===== src/design/kes_pkg.sv =====
package kes_pkg;

	localparam int KEY_TABLE_ENTRIES = 32;
	localparam int KEY_IDX_W         = $clog2(KEY_TABLE_ENTRIES);

	localparam int KEY_W      = 3;
	localparam int SAMPLE_W   = 10;
	localparam int TIME_W     = 32;
	localparam int TIMEOUT_W  = 25;
	localparam int MODE_W     = 2;
	localparam int DEBOUNCE_W = 8;
	localparam int EVENT_W    = 4;
	localparam int OP_W       = 2;

	localparam int CFG_INDEX_W = 2;
	localparam int CFG_DATA_W  = TIMEOUT_W;

	localparam int IN_DATA_W  = 48;
	localparam int OUT_DATA_W = 8;

	localparam logic [DEBOUNCE_W-1:0] DEBOUNCE_RESET = 8'd10;

	localparam logic [KEY_W-1:0] KEY_NONE   = 3'd0;
	localparam logic [KEY_W-1:0] KEY_LEFT   = 3'd1;
	localparam logic [KEY_W-1:0] KEY_RIGHT  = 3'd2;
	localparam logic [KEY_W-1:0] KEY_UP     = 3'd3;
	localparam logic [KEY_W-1:0] KEY_DOWN   = 3'd4;
	localparam logic [KEY_W-1:0] KEY_SELECT = 3'd5;

	typedef enum logic [OP_W-1:0] {
		OP_POLL    = 2'd0,
		OP_RESTORE = 2'd1,
		OP_BLANK   = 2'd2
	} op_t;

	typedef enum logic [MODE_W-1:0] {
		MODE_TEXT_OFF     = 2'd0,
		MODE_LIGHT_OFF    = 2'd1,
		MODE_SELECT_WAKE  = 2'd2
	} saver_mode_t;

	typedef enum logic [CFG_INDEX_W-1:0] {
		CFG_TIMEOUT  = 2'd0,
		CFG_MODE     = 2'd1,
		CFG_DEBOUNCE = 2'd2
	} cfg_reg_t;

	typedef struct packed {
		logic [TIMEOUT_W-1:0]  timeout_ms;
		logic [MODE_W-1:0]     saver_mode;
		logic [DEBOUNCE_W-1:0] debounce_ms;
	} kes_cfg_t;

	typedef struct packed {
		logic [KEY_W-1:0]  held_key;
		logic [KEY_W-1:0]  raw_key;
		logic [TIME_W-1:0] change_time;
		logic [TIME_W-1:0] activity_time;
		logic              swallow_release;
		logic              saved;
		logic              text;
		logic              light;
		logic              started;
	} kes_state_t;

	typedef struct packed {
		logic signed [EVENT_W-1:0] key_event;
		logic                      text_on;
		logic                      light_on;
		logic                      saver_active;
	} kes_result_t;

	// ladder reading (top five bits) to key code
	function automatic logic [KEY_W-1:0] key_lookup(input logic [KEY_IDX_W-1:0] idx);
		logic [KEY_W-1:0] k;
		case (idx)
			5'd0:           k = KEY_RIGHT;
			5'd4:           k = KEY_UP;
			5'd9, 5'd10:    k = KEY_DOWN;
			5'd15, 5'd16:   k = KEY_LEFT;
			5'd22, 5'd23:   k = KEY_SELECT;
			default:        k = KEY_NONE;
		endcase
		return k;
	endfunction

endpackage


===== src/design/kes_step.sv =====
module kes_step (
	input  kes_pkg::kes_cfg_t               cfg,
	input  kes_pkg::kes_state_t             state_cur,
	input  logic [kes_pkg::OP_W-1:0]        operation,
	input  logic [kes_pkg::SAMPLE_W-1:0]    key_sample,
	input  logic [kes_pkg::TIME_W-1:0]      now_ms,
	output kes_pkg::kes_state_t             state_nxt,
	output kes_pkg::kes_result_t            result
);
	import kes_pkg::*;

	logic [KEY_W-1:0]          table_key;
	logic [KEY_W-1:0]          key;
	logic [TIME_W-1:0]         change_time;
	logic [TIME_W-1:0]         stable_ms;
	logic [TIME_W-1:0]         idle_ms;
	logic [TIME_W-1:0]         activity_eff;
	kes_state_t                st;
	logic signed [EVENT_W-1:0] ev;

	always_comb begin
		st = state_cur;
		ev = '0;

		table_key   = key_lookup(key_sample[SAMPLE_W-1 -: KEY_IDX_W]);
		change_time = (table_key != state_cur.raw_key) ? now_ms : state_cur.change_time;
		stable_ms   = now_ms - change_time;
		key = (stable_ms < {{(TIME_W-DEBOUNCE_W){1'b0}}, cfg.debounce_ms}) ?
			state_cur.held_key : table_key;

		// first poll after reset restores, so idle time counts from now
		activity_eff = state_cur.started ? state_cur.activity_time : now_ms;
		idle_ms      = now_ms - activity_eff;

		case (operation)
			OP_POLL: begin
				if (!st.started) begin
					st.text          = 1'b1;
					st.light         = 1'b1;
					st.saved         = 1'b0;
					st.started       = 1'b1;
					st.activity_time = now_ms;
				end
				st.change_time = change_time;
				st.raw_key     = table_key;

				if (state_cur.held_key == KEY_NONE && key != KEY_NONE) begin
					st.held_key        = key;
					st.swallow_release = 1'b0;
					ev                 = signed'({1'b0, key});
					if (st.saved) begin
						case (cfg.saver_mode)
							MODE_SELECT_WAKE: begin
								if (key == KEY_SELECT) begin
									st.light = 1'b1;
									st.saved = 1'b0;
								end
								st.activity_time = now_ms;
							end
							MODE_TEXT_OFF: begin
								// waking press and its release are swallowed
								st.text            = 1'b1;
								st.light           = 1'b1;
								st.saved           = 1'b0;
								st.activity_time   = now_ms;
								st.swallow_release = 1'b1;
								ev                 = '0;
							end
							default: begin
								st.text          = 1'b1;
								st.light         = 1'b1;
								st.saved         = 1'b0;
								st.activity_time = now_ms;
							end
						endcase
					end else if (!(cfg.saver_mode == MODE_SELECT_WAKE && key != KEY_SELECT)) begin
						st.activity_time = now_ms;
					end
				end else if (state_cur.held_key != KEY_NONE && key == KEY_NONE) begin
					ev = state_cur.swallow_release ? '0 :
						-signed'({1'b0, state_cur.held_key});
					st.held_key        = KEY_NONE;
					st.activity_time   = now_ms;
					st.swallow_release = 1'b0;
				end else if (!st.saved && state_cur.held_key == KEY_NONE &&
					cfg.timeout_ms != '0 &&
					idle_ms >= {{(TIME_W-TIMEOUT_W){1'b0}}, cfg.timeout_ms}) begin
					if (cfg.saver_mode == MODE_TEXT_OFF)
						st.text = 1'b0;
					st.light = 1'b0;
					st.saved = 1'b1;
				end
			end
			OP_RESTORE: begin
				st.text          = 1'b1;
				st.light         = 1'b1;
				st.saved         = 1'b0;
				st.started       = 1'b1;
				st.activity_time = now_ms;
			end
			OP_BLANK: begin
				if (cfg.saver_mode == MODE_TEXT_OFF)
					st.text = 1'b0;
				st.light   = 1'b0;
				st.saved   = 1'b1;
				st.started = 1'b1;
			end
			default: ;
		endcase

		state_nxt           = st;
		result.key_event    = ev;
		result.text_on      = st.text;
		result.light_on     = st.light;
		result.saver_active = st.saved;
	end

endmodule


===== src/design/keypad_event_screen_saver.sv =====
// Channel   Dir  tdata (low bit up)                 tuser
// s_axis    in   key_sample[9:0], now_ms[41:10]     operation[1:0]
// m_axis    out  key_event[3:0] (signed), text_on,  -
//                light_on, saver_active, pad
// cfg       in   write enable, index, 25-bit data   -
//
// One item per cycle sustained while m_axis_tready stays high; each item passes
// the input register, then the result register. The per-item step is one pass of
// compares and two 32-bit subtractions against the state registers.
// Reset clears all control and key/screen state; debounce_ms resets to 10.
// A stalled result holds; s_axis_tready drops only while both registers are
// full and m_axis_tready is low.
module keypad_event_screen_saver (
	input  logic                              clk,
	input  logic                              arst_n,
	input  logic                              s_axis_tvalid,
	output logic                              s_axis_tready,
	input  logic [kes_pkg::IN_DATA_W-1:0]     s_axis_tdata,  // key_sample, now_ms, zero pad
	input  logic [kes_pkg::OP_W-1:0]          s_axis_tuser,  // operation
	output logic                              m_axis_tvalid,
	input  logic                              m_axis_tready,
	output logic [kes_pkg::OUT_DATA_W-1:0]    m_axis_tdata,  // key_event, text_on, light_on,
	                                                         // saver_active, zero pad
	input  logic                              cfg_we,
	input  logic [kes_pkg::CFG_INDEX_W-1:0]   cfg_index,
	input  logic [kes_pkg::CFG_DATA_W-1:0]    cfg_wdata
);
	import kes_pkg::*;

	kes_cfg_t             cfg_q;
	kes_state_t           state_q;
	kes_state_t           state_nxt;
	kes_result_t          step_result;
	kes_result_t          result_q;
	logic                 out_valid_q;

	logic                 valid_s1;
	logic [OP_W-1:0]      op_s1;
	logic [SAMPLE_W-1:0]  sample_s1;
	logic [TIME_W-1:0]    now_s1;

	logic                 advance;

	assign advance       = valid_s1 & (~out_valid_q | m_axis_tready);
	assign s_axis_tready = ~valid_s1 | advance;
	assign m_axis_tvalid = out_valid_q;
	assign m_axis_tdata  = {1'b0, result_q.saver_active, result_q.light_on,
		result_q.text_on, result_q.key_event};

	always_ff @(posedge clk or negedge arst_n) begin
		if (!arst_n) begin
			cfg_q.timeout_ms  <= '0;
			cfg_q.saver_mode  <= '0;
			cfg_q.debounce_ms <= DEBOUNCE_RESET;
		end else if (cfg_we) begin
			case (cfg_index)
				CFG_TIMEOUT:  cfg_q.timeout_ms  <= cfg_wdata[TIMEOUT_W-1:0];
				CFG_MODE:     cfg_q.saver_mode  <= cfg_wdata[MODE_W-1:0];
				CFG_DEBOUNCE: cfg_q.debounce_ms <= cfg_wdata[DEBOUNCE_W-1:0];
				default: ;
			endcase
		end
	end

	always_ff @(posedge clk or negedge arst_n) begin
		if (!arst_n) begin
			valid_s1    <= 1'b0;
			out_valid_q <= 1'b0;
			state_q     <= '0;
		end else begin
			if (s_axis_tready)
				valid_s1 <= s_axis_tvalid;
			if (advance) begin
				out_valid_q <= 1'b1;
				state_q     <= state_nxt;
			end else if (m_axis_tready) begin
				out_valid_q <= 1'b0;
			end
		end
	end

	always_ff @(posedge clk) begin
		if (s_axis_tvalid && s_axis_tready) begin
			op_s1     <= s_axis_tuser;
			sample_s1 <= s_axis_tdata[SAMPLE_W-1:0];
			now_s1    <= s_axis_tdata[SAMPLE_W +: TIME_W];
		end
		if (advance)
			result_q <= step_result;
	end

	kes_step u_step (
		.cfg        (cfg_q),
		.state_cur  (state_q),
		.operation  (op_s1),
		.key_sample (sample_s1),
		.now_ms     (now_s1),
		.state_nxt  (state_nxt),
		.result     (step_result)
	);

endmodule


===== config.mk =====
export PLATFORM = sky130hd
export DESIGN_NAME = keypad_event_screen_saver
export DESIGN_NICKNAME = d
export VERILOG_FILES = /design/src/design/kes_pkg.sv /design/src/design/kes_step.sv /design/src/design/keypad_event_screen_saver.sv
export SDC_FILE = /design/constraint.sdc
export NUM_CORES = 1
export LEC_CHECK = 0
export BUFFER_PORTS_ARGS = -buffer_cell sky130_fd_sc_hd__buf_2
export CAP_MARGIN = 10
export CORE_ASPECT_RATIO = 0.75
export CORE_MARGIN = 8
export CORE_UTILIZATION = 60
export DETAILED_ROUTE_END_ITERATION = 6
export GPL_TIMING_DRIVEN = 0
export PLACE_DENSITY = 0.78
export SLEW_MARGIN = 10
export SYNTH_ARGS = -nofsm -noshare
export SYNTH_HDL_FRONTEND = slang
export SYNTH_SLANG_ARGS = --single-unit

===== constraint.sdc =====
create_clock -name clk -period 20 [get_ports clk]
set_input_delay 4 -clock clk [delete_from_list [all_inputs] [get_ports clk]]
set_output_delay 4 -clock clk [all_outputs]
set_load 0.005 [all_outputs]

==> flow_summary.yaml, run 1 <==
run_status:
  outcome: "complete, no violations"
floorplan:
  fp.dieH_um: 139.0
  ios: 92
  placementRows: 45
  core_area_sq_um: 19990
  start_util: 0.6058
  dieArea_sq_um: 25030
  die_w_um: 180.0
synthesis:
  synth_area_per_cell_sq_um: 9.328
  netlist_instances: 1298
  ys_types: 88
  yosysWarnings: 0
  synth_top_area_cell: "dfrtp_1"
  synth-edff-count: 46
  ys_top_cells_by_area: "dfrtp_1 23%, edfxtp_1 11%, ha_1 9.4%"
  synth_top_area_frac: 0.2273
  synthArstFlopShare: 0.6957
  syn_area_sq_um: 12110
  synth.net_count: 1472
  yosysMostFrequentCell: "dfrtp_1"
  yosys-top-cells-count: "110 x dfrtp_1, 96 x nand2_1, 91 x ha_1, 88 x a21oi_1, 88 x inv_1"
  synthFlopType: "dfrtp_1"
  yosysSeqAreaShare: 0.3507
  ys_ff_latch: 161
finish:
  fin_nets: 1572
  antenna_cells: 0
  drive_gt1_frac: 0.1439
  fillers: 1620
  area_growth_pct: 10.98
  fin_cells: 1669
routing:
  highest_layer: "met4"
  dr_total_vias: 10660
  drc: 0
  drt-total-wl_um: 33040
  wl_met1_um: 15330
  antenna_left: 0
  wl_met2_um: 14460
  drt_iter0_drc: 993
  dr.pass1.iters: 5
  avgViaCountPerCell: 6.384
  routed-wl-met3_um: 2797
  wl_per_cell_um: 19.80
power_and_ir_drop:
  p_per_area_nw_per_um2: 145.6
  p_leak_nw: 6.227
  peakVddDrop_mv: 0.06535
global_route:
  grt_pass1_wl_um: 52650
  overflow: 0
  antenna_found_initial: 0
  grt_usage: 0.2580
  grt_max_degree: 82
  grt_pass1_vias: 9929
clock_tree:
  numCtsBuffers: 17
  htree_levels: 4
  cts_setup_buffers: 0
  path_clk_slew_ns: 0.07
  cts_max_path_buffers: 2
  cts_hold_buffers: 0
  post_cts_resized: 0
  cts_tree: "yes"
  cts.sinks: 161
  clkLatencyLatePin_ns: 0.44
  clockRootBuffer: "clkbuf_16"
worst_setup_path:
  worst_path_max_delay_cell: "buf_1"
  worstPathArrival_ns: 9.41
  cp.required_ns: 20.35
  path_class: "register to register"
  cp-end-kind: "register"
  critPathMaxStageDelay_ns: 0.74
  cp-start-kind: "register"
  cp_top_family: "buffers and inverters"
  path_common_cell: "clkbuf_1"
  worstPathBufferInverterCount: 7
  cp_max_fo: 10
place:
  place.gp.congestion: 0.9426
  portBuffers: 79
  dp_hpwl_um: 25580
  dp.cells: 1637
sta:
  min_period_ns: 9.060
  hold_viol_final: 0
  fin_crit_sh: 0.4530
  rsz0062_at_grt: "no"
  skew_ns: 0.02035
  worst_pin_slew_ns: 1.012
  slew_violations: 0
  tns_ns: 0
  max_freq_mhz: 110.4
  relSlewSlack: 0.3190
  setup_violations: 0
job:
  drv_cap: 0
hold_path:
  hold_path_class: "register to register"
## stage by stage
stage	util	hold WS (ns)	area [sq um]	setup slack (ns)	total power, mW
after global placement	0.6417	0.4653	12830	11.46	1.581
after CTS	0.6723	0.4863	13440	11.22	1.938
after floorplan	-	0.4497	12110	11.82	1.339
after global routing	0.6723	0.5144	13440	10.57	2.102
after detailed placement	0.6444	0.4718	12880	11.23	1.607
final	0.6723	0.4917	13440	10.94	1.957
## cells in the final DEF (no fill, tap or decap), drive strengths merged, types with 30 or more instances in the layout
cell type | netlist | routed
nor2 | 63 | 63
buf | 20 | 101
o21ai | 90 | 90
mux2i | 59 | 59
clkbuf | 36 | 53
nand3 | 37 | 37
inv | 88 | 92
mux2 | 42 | 42
ha | 91 | 91
xnor2 | 30 | 30
nand2 | 97 | 97
a21oi | 89 | 89
a21o | 47 | 47
edfxtp | 46 | 46
dfrtp | 110 | 110
## routing by layer
layer	vias up	GRT usage
met3	45	0.07120
met1	5155	0.3603
li1	5026	-
met5	-	0
met2	429	0.3930
met4	0	0.05729
## worst paths after layout
kind | endpoint | start | slack [ns] | cells after the start
max in group asynchronous | cfg_q[3] | arst_n | 15.80 | 2
worst min-delay path | state_q[4] | state_q[4] | 0.49 | 2
min in group asynchronous | state_q[33] | arst_n | 3.44 | 1
worst min register to register | state_q[4] | state_q[4] | 0.49 | 2
worst max register to register | state_q[26] | u_step.table_key[0] | 10.94 | 26
worst max-delay path | state_q[26] | u_step.table_key[0] | 10.94 | 26
## kinds of logic (layout without fill, tap and decap cells)
family / count (synthesis) / after routing / share of synthesized area
compound gates: 407 / 407 / 0.2298
simple gates: 329 / 329 / 0.1369
flops: 161 / 161 / 0.3507
buf+inv: 145 / 258 / 0.04940
fa+ha+maj: 101 / 101 / 0.1035
mux: 101 / 101 / 0.08784
xor+xnor: 53 / 53 / 0.04144
other cells: 1 / 1 / 0.0003097
## flip-flops by register name, indices dropped and copies added, names as in the netlist
register / cells
state_q: 75
cfg_q: 35
now_s1: 32
m_axis_tdata: 7
sample_s1: 5
u_step.table_key: 3
op_s1: 2
m_axis_tvalid: 1
valid_s1: 1
## power breakdown
group | total (mW) | switching [mW] | internal, mW
clock | 0.321 | 0.149 | 0.172
combinational | 1.14 | 0.651 | 0.487
sequential | 0.497 | 0.0728 | 0.424
total | 1.96 | 0.873 | 1.08
## tightest hold or removal path, stage by stage (launching register included)
cell and delay (ns):
dfrtp_1 0.35, nand2_1 0.05, o21ai_0 0.06
## final cells by class
class | instances | area, sq um | share of cell area
repair buffers | 81 | 449.2 | 0.03343
inverters | 89 | 334.1 | 0.02486
flip-flops and latches | 161 | 4247 | 0.3160
plain buffers | 56 | 264.0 | 0.01965
multi-input cells | 992 | 7263 | 0.5405
clock inverters | 15 | 132.6 | 0.009870
clock buffers | 17 | 425.4 | 0.03166
well taps | 258 | 322.8 | 0.02402
Power figures use the tool's default switching activity.
==> run 2, diff against run 1 <==
==> constraint.sdc (replaced) <==
create_clock -name clk -period 9.1 [get_ports clk]
set_input_delay 1.82 -clock clk [delete_from_list [all_inputs] [get_ports clk]]
set_output_delay 1.82 -clock clk [all_outputs]
set_load 0.005 [all_outputs]
==> flow_summary.yaml, run 2 (synthesis gave the netlist of run 1 again) <==
run_status:
  outcome: "complete, no violations"
clock_tree:
  cts_setup_buffers: 0
  post_cts_resized: 0
  cts_tree: "yes"
  cts.sinks: 161
  path_clk_slew_ns: 0.07
  htree_levels: 4
  cts_hold_buffers: 0
  clockRootBuffer: "clkbuf_16"
  numCtsBuffers: 17
  clkLatencyLatePin_ns: 0.44
  cts_max_path_buffers: 2
finish:
  antenna_cells: 0
  top_regs: "state_q x75, cfg_q x35, now_s1 x32"
  fin_cells: 1669
  regMostFlops: "state_q"
  area_growth_pct: 11.01
  final_cell_mix: "110 x dfrtp_1, 96 x nand2_1, 91 x ha_1, 88 x a21oi_1, 88 x buf_2"
  fin_nets: 1572
  largest_register_ff_count: 75
  drive_gt1_frac: 0.1453
  final_common_cell: "dfrtp_1"
sta:
  tns_ns: 0
  setup_violations: 0
  hold_viol_final: 0
  setup_slack_ns: 0.6194
  rsz0062_at_grt: "no"
  min_period_ns: 8.481
  skew_ns: 0.02189
  timing.hold.ws_ns: 0.4882
  relSlewSlack: 0.3842
  fin_crit_sh: 0.9319
  max_freq_mhz: 117.9
  slew_violations: 0
  worst_pin_slew_ns: 0.9153
routing:
  drt-total-wl_um: 33000
  drt_iter0_drc: 1000
  antenna_left: 0
  wl_per_cell_um: 19.77
  dr_total_vias: 10650
  avgViaCountPerCell: 6.378
  drc: 0
  dr.pass1.iters: 5
worst_setup_path:
  reg2reg_setup_slack_ns: 0.62
  worstPathArrival_ns: 8.83
  cp-end-kind: "register"
  rr_startpoint: "u_step.table_key[2]"
  cp_max_fo: 10
  r2r-end: "state_q[26]"
  cp-start-kind: "register"
  worst_path_max_delay_cell: "clkbuf_1"
  critPathMaxStageDelay_ns: 0.48
  cp.required_ns: 9.45
  worst_r2r_path_depth: 32
  crit_start: "u_step.table_key[2]"
  path_class: "register to register"
power_and_ir_drop:
  p_seq_frac: 0.254
  switchingPower_mw: 1.913
  power.internal_mw: 2.381
  p_comb_frac: 0.582
  p_sw_frac: 0.4455
  p_per_area_nw_per_um2: 319.5
  p_leak_nw: 6.233
  peakVddDrop_mv: 0.1434
  clkPwrFrac: 0.164
floorplan:
  dieArea_sq_um: 25030
  core_area_sq_um: 19990
  fp.dieH_um: 139.0
  start_util: 0.6058
  die_w_um: 180.0
  ios: 92
  placementRows: 45
global_route:
  antenna_found_initial: 0
  grt_usage: 0.2580
  overflow: 0
  grt_pass1_wl_um: 52650
  grt_pass1_vias: 9929
  grt_max_degree: 82
place:
  pre_cts_slack_ns: 0.3316
  portBuffers: 79
  dp.cells: 1637
  dp_hpwl_um: 25580
  place.gp.congestion: 0.9426
hold_path:
  holdPathEnd: "m_axis_tvalid"
  min_from: "valid_s1"
  hold_path_class: "register to register"
  min_path_cells: 1
job:
  drv_cap: 0
==> run 2: cell types whose count changed in the layout (fill, tap and decap cells not counted), sizes merged <==
cell / change
buf: -1
clkbuf: +1
==> run 2: per-layer routing <==
| metal | track usage | share of wire | wire, um |
|---|---|---|---|
| met5 | 0 | 0 | 0 |
| met4 | 0.05729 | 0.012 | 406 |
| met3 | 0.07120 | 0.088 | 2909 |
| met2 | 0.3930 | 0.44 | 14460 |
| met1 | 0.3603 | 0.46 | 15230 |
==> run 2: how the worst max path moves through the flow <==
stage                       end  cells after the start  slack, ns
floorplan           state_q[18]                     32       2.62
global placement    state_q[33]                     32       0.56
detailed placement  state_q[26]                     32       0.33
CTS                 state_q[26]                     32       0.32
global route        state_q[18]                     32       0.17
finish              state_q[26]                     32       0.62
==> run 2: power groups by stage <==
stage	clock (mW)	sequential (mW)	combinational (mW)
5_1_grt	0.738	1.11	2.77
3_3_place_gp	0	1.09	2.39
3_5_place_dp	0	1.10	2.44
6_report	0.705	1.09	2.50
2_1_floorplan	0	1.05	1.89
4_1_cts	0.714	1.09	2.46
==> run 2: final cells by class <==
cell class	instances	area, sq um
fill	1622	6548
clock buffer	17	425.4
sequential	161	4247
inverter	89	334.1
timing repair buffer	81	449.2
buffer	56	266.5
multi-input combinational	992	7263
tap	258	322.8
clock inverter	15	132.6
==> run 2: worst max-delay path: cells and delay by family (launching register included) <==
family	cells	cell delay, ns
xor gates and xnor gates	1	0.35
buffers and inverters	7	2.37
AOI/OAI and AO/OA	9	1.72
adders and majority gates	4	1.10
DFF	1	0.39
and+or+nand+nor	11	2.40
==> run 2: through the flow <==
| step | instance area (sq um) | utilization | power (mW) |
|---|---|---|---|
| after global routing | 13440 | 0.6724 | 4.620 |
| after global placement | 12830 | 0.6417 | 3.475 |
| final | 13440 | 0.6724 | 4.294 |
| after floorplan | 12110 | - | 2.943 |
| after CTS | 13440 | 0.6723 | 4.259 |
| after detailed placement | 12880 | 0.6444 | 3.533 |
==> run 3, diff against run 2 <==
--- a/config.mk
+++ b/config.mk
@@ -5,6 +5,7 @@
 export SDC_FILE = /design/constraint.sdc
 export NUM_CORES = 1
 export LEC_CHECK = 0
+export ABC_AREA = 1
 export BUFFER_PORTS_ARGS = -buffer_cell sky130_fd_sc_hd__buf_2
 export CAP_MARGIN = 10
 export CORE_ASPECT_RATIO = 0.75
@@ -12,7 +13,7 @@
 export CORE_UTILIZATION = 60
 export DETAILED_ROUTE_END_ITERATION = 6
 export GPL_TIMING_DRIVEN = 0
-export PLACE_DENSITY = 0.78
+export PLACE_DENSITY = 0.77
 export SLEW_MARGIN = 10
 export SYNTH_ARGS = -nofsm -noshare
 export SYNTH_HDL_FRONTEND = slang
==> flow_summary.yaml, run 3 <==
worst_setup_path:
  critPathMaxStageDelay_ns: 0.48
  cp-end-kind: "register"
  worstPathBufferInverterCount: 9
  cp.required_ns: 9.37
  worst_path_max_delay_cell: "clkbuf_1"
  rr_startpoint: "u_step.table_key[1]"
  path_common_cell: "nand2_1"
  worstPathArrival_ns: 7.34
  cp-start-kind: "register"
  path_class: "register to register"
  reg2reg_setup_slack_ns: 2.03
  cp_max_fo: 10
  cp_top_family: "simple AND/OR/NAND/NOR gates"
  crit_start: "u_step.table_key[1]"
finish:
  fin_nets: 2213
  largest_register_ff_count: 75
  drive_gt1_frac: 0.08187
  antenna_cells: 0
  final_cell_mix: "577 x nand2_1, 243 x inv_1, 135 x nor2_1, 133 x a21oi_1, 110 x dfrtp_1"
  regMostFlops: "state_q"
  top_regs: "state_q x75, cfg_q x35, now_s1 x32"
  area_growth_pct: 10.94
  final_common_cell: "nand2_1"
floorplan:
  placementRows: 47
  dieArea_sq_um: 27050
  start_util: 0.6051
  fp.dieH_um: 144.5
  core_area_sq_um: 21820
  die_w_um: 187.3
  ios: 92
clock_tree:
  clockRootBuffer: "clkbuf_16"
  cts_max_path_buffers: 2
  path_clk_slew_ns: 0.07
  cts_tree: "yes"
  htree_levels: 4
  clkLatencyLatePin_ns: 0.46
  numCtsBuffers: 17
  cts.sinks: 161
  post_cts_resized: 0
  cts_setup_buffers: 0
  cts_hold_buffers: 0
sta:
  relSlewSlack: 0.2909
  min_period_ns: 7.075
  rsz0062_at_grt: "no"
  hold_viol_final: 0
  max_freq_mhz: 141.4
  worst_pin_slew_ns: 1.060
  slew_violations: 0
  skew_ns: 0.01351
  fin_crit_sh: 0.7774
  setup_slack_ns: 2.025
  tns_ns: 0
  timing.hold.ws_ns: 0.4760
  setup_violations: 0
power_and_ir_drop:
  clkPwrFrac: 0.146
  p_comb_frac: 0.647
  p_per_area_nw_per_um2: 354.0
  switchingPower_mw: 2.724
  power_mw: 5.185
  p_leak_nw: 7.306
  p_sw_frac: 0.5254
  p_seq_frac: 0.208
  peakVddDrop_mv: 0.1616
  power.internal_mw: 2.461
synthesis:
  synthArstFlopShare: 0.6957
  synth_top_area_cell: "dfrtp_1"
  yosys-top-cells-count: "577 x nand2_1, 244 x inv_1, 135 x nor2_1, 133 x a21oi_1, 110 x dfrtp_1"
  netlist_instances: 1939
  synth.net_count: 2113
  synth_area_per_cell_sq_um: 6.808
  syn_area_sq_um: 13200
  ys_ff_latch: 161
  yosysMostFrequentCell: "nand2_1"
  yosysWarnings: 0
  synthFlopType: "dfrtp_1"
  yosysSeqAreaShare: 0.3217
  synth-edff-count: 46
  ys_types: 48
  synth_top_area_frac: 0.2085
  ys_top_cells_by_area: "dfrtp_1 21%, nand2_1 16%, edfxtp_1 10%"
routing:
  wl_per_cell_um: 18.50
  antenna_left: 0
  drt_iter0_drc: 1884
  drt-total-wl_um: 43390
  drc: 0
  dr.pass1.iters: 6
  dr_total_vias: 14040
  avgViaCountPerCell: 5.983
global_route:
  overflow: 0
  grt_usage: 0.3185
  grt_pass1_wl_um: 68430
  grt_max_degree: 62
  grt_pass1_vias: 12820
  antenna_found_initial: 0
place:
  pre_cts_slack_ns: 2.247
  portBuffers: 79
  dp_hpwl_um: 33950
  place.gp.congestion: 0.9965
hold_path:
  min_from: "state_q[7]"
  hold_path_class: "register to register"
run_status:
  outcome: "complete, no violations"
job:
  drv_cap: 0
==> run 3: changes by cell type in the layout (fill, tap and decap cells not counted), sizes merged, moves of 25 or more <==
cell   delta
nand2   +488
inv     +168
nor2     +75
nand3    +68
mux2i    -59
nand4    +55
a21oi    +46
a21o     -44
mux2     -42
nor3     +31
o22ai    +25
==> run 3: cell type report <==
class	count	area, sq um
buffer	70	315.3
timing repair buffer	81	449.2
clock buffer	17	425.4
multi-input combinational	1453	7682
clock inverter	15	201.4
sequential	161	4247
tap	294	367.9
fill	1934	7172
inverter	255	957.2
==> run 3: kinds of logic (layout without fill, tap and decap cells) <==
logic type / after synthesis / in the layout / share of synthesized area
fa+ha+maj: 92 / 92 / 0.08776
other cells: 1 / 1 / 0.0002841
buf+inv: 325 / 438 / 0.09639
compound gates: 355 / 355 / 0.1549
flops: 161 / 161 / 0.3217
xor+xnor: 36 / 36 / 0.02388
simple gates: 969 / 969 / 0.3151
==> run 3: power groups by stage <==
stage,sequential (mW),combinational (mW),clock [mW]
floorplan,1.04,2.41,0
global placement,1.08,3.13,0
detailed placement,1.08,3.22,0
CTS,1.07,3.25,0.755
global route,1.10,3.74,0.784
finish,1.08,3.35,0.755
==> run 3: through the flow <==
stage          area [sq um]    util  instances
2_1_floorplan         13200       -       1939
3_3_place_gp          13960  0.6401       2312
3_5_place_dp          14020  0.6425       2314
4_1_cts               14650  0.6713       2346
5_1_grt               14650  0.6713       2346
6_report              14650  0.6713       2346
==> run 3: routing by layer <==
layer | global-route usage | vias up | share of wire
met4 | 0.09546 | 0 | 0.023
met3 | 0.07373 | 85 | 0.11
met1 | 0.4647 | 6493 | 0.46
li1 | - | 6665 | -
met2 | 0.4602 | 794 | 0.40
met5 | 0 | - | 0
==> run 3: path summary, 6_finish.rpt <==
path	endpoint	depth (start not counted)
max in group asynchronous	cfg_q[1]	2
hold reg to reg	state_q[7]	2
hold / removal	state_q[7]	2
min in group asynchronous	state_q[32]	1
setup / recovery	m_axis_tdata[3]	36
setup reg to reg	m_axis_tdata[3]	36
==> run 3: worst min-delay path: cells and delay by family (launching register included) <==
family | cells | cell delay [ns]
and+or+nand+nor | 2 | 0.10
DFF | 1 | 0.34
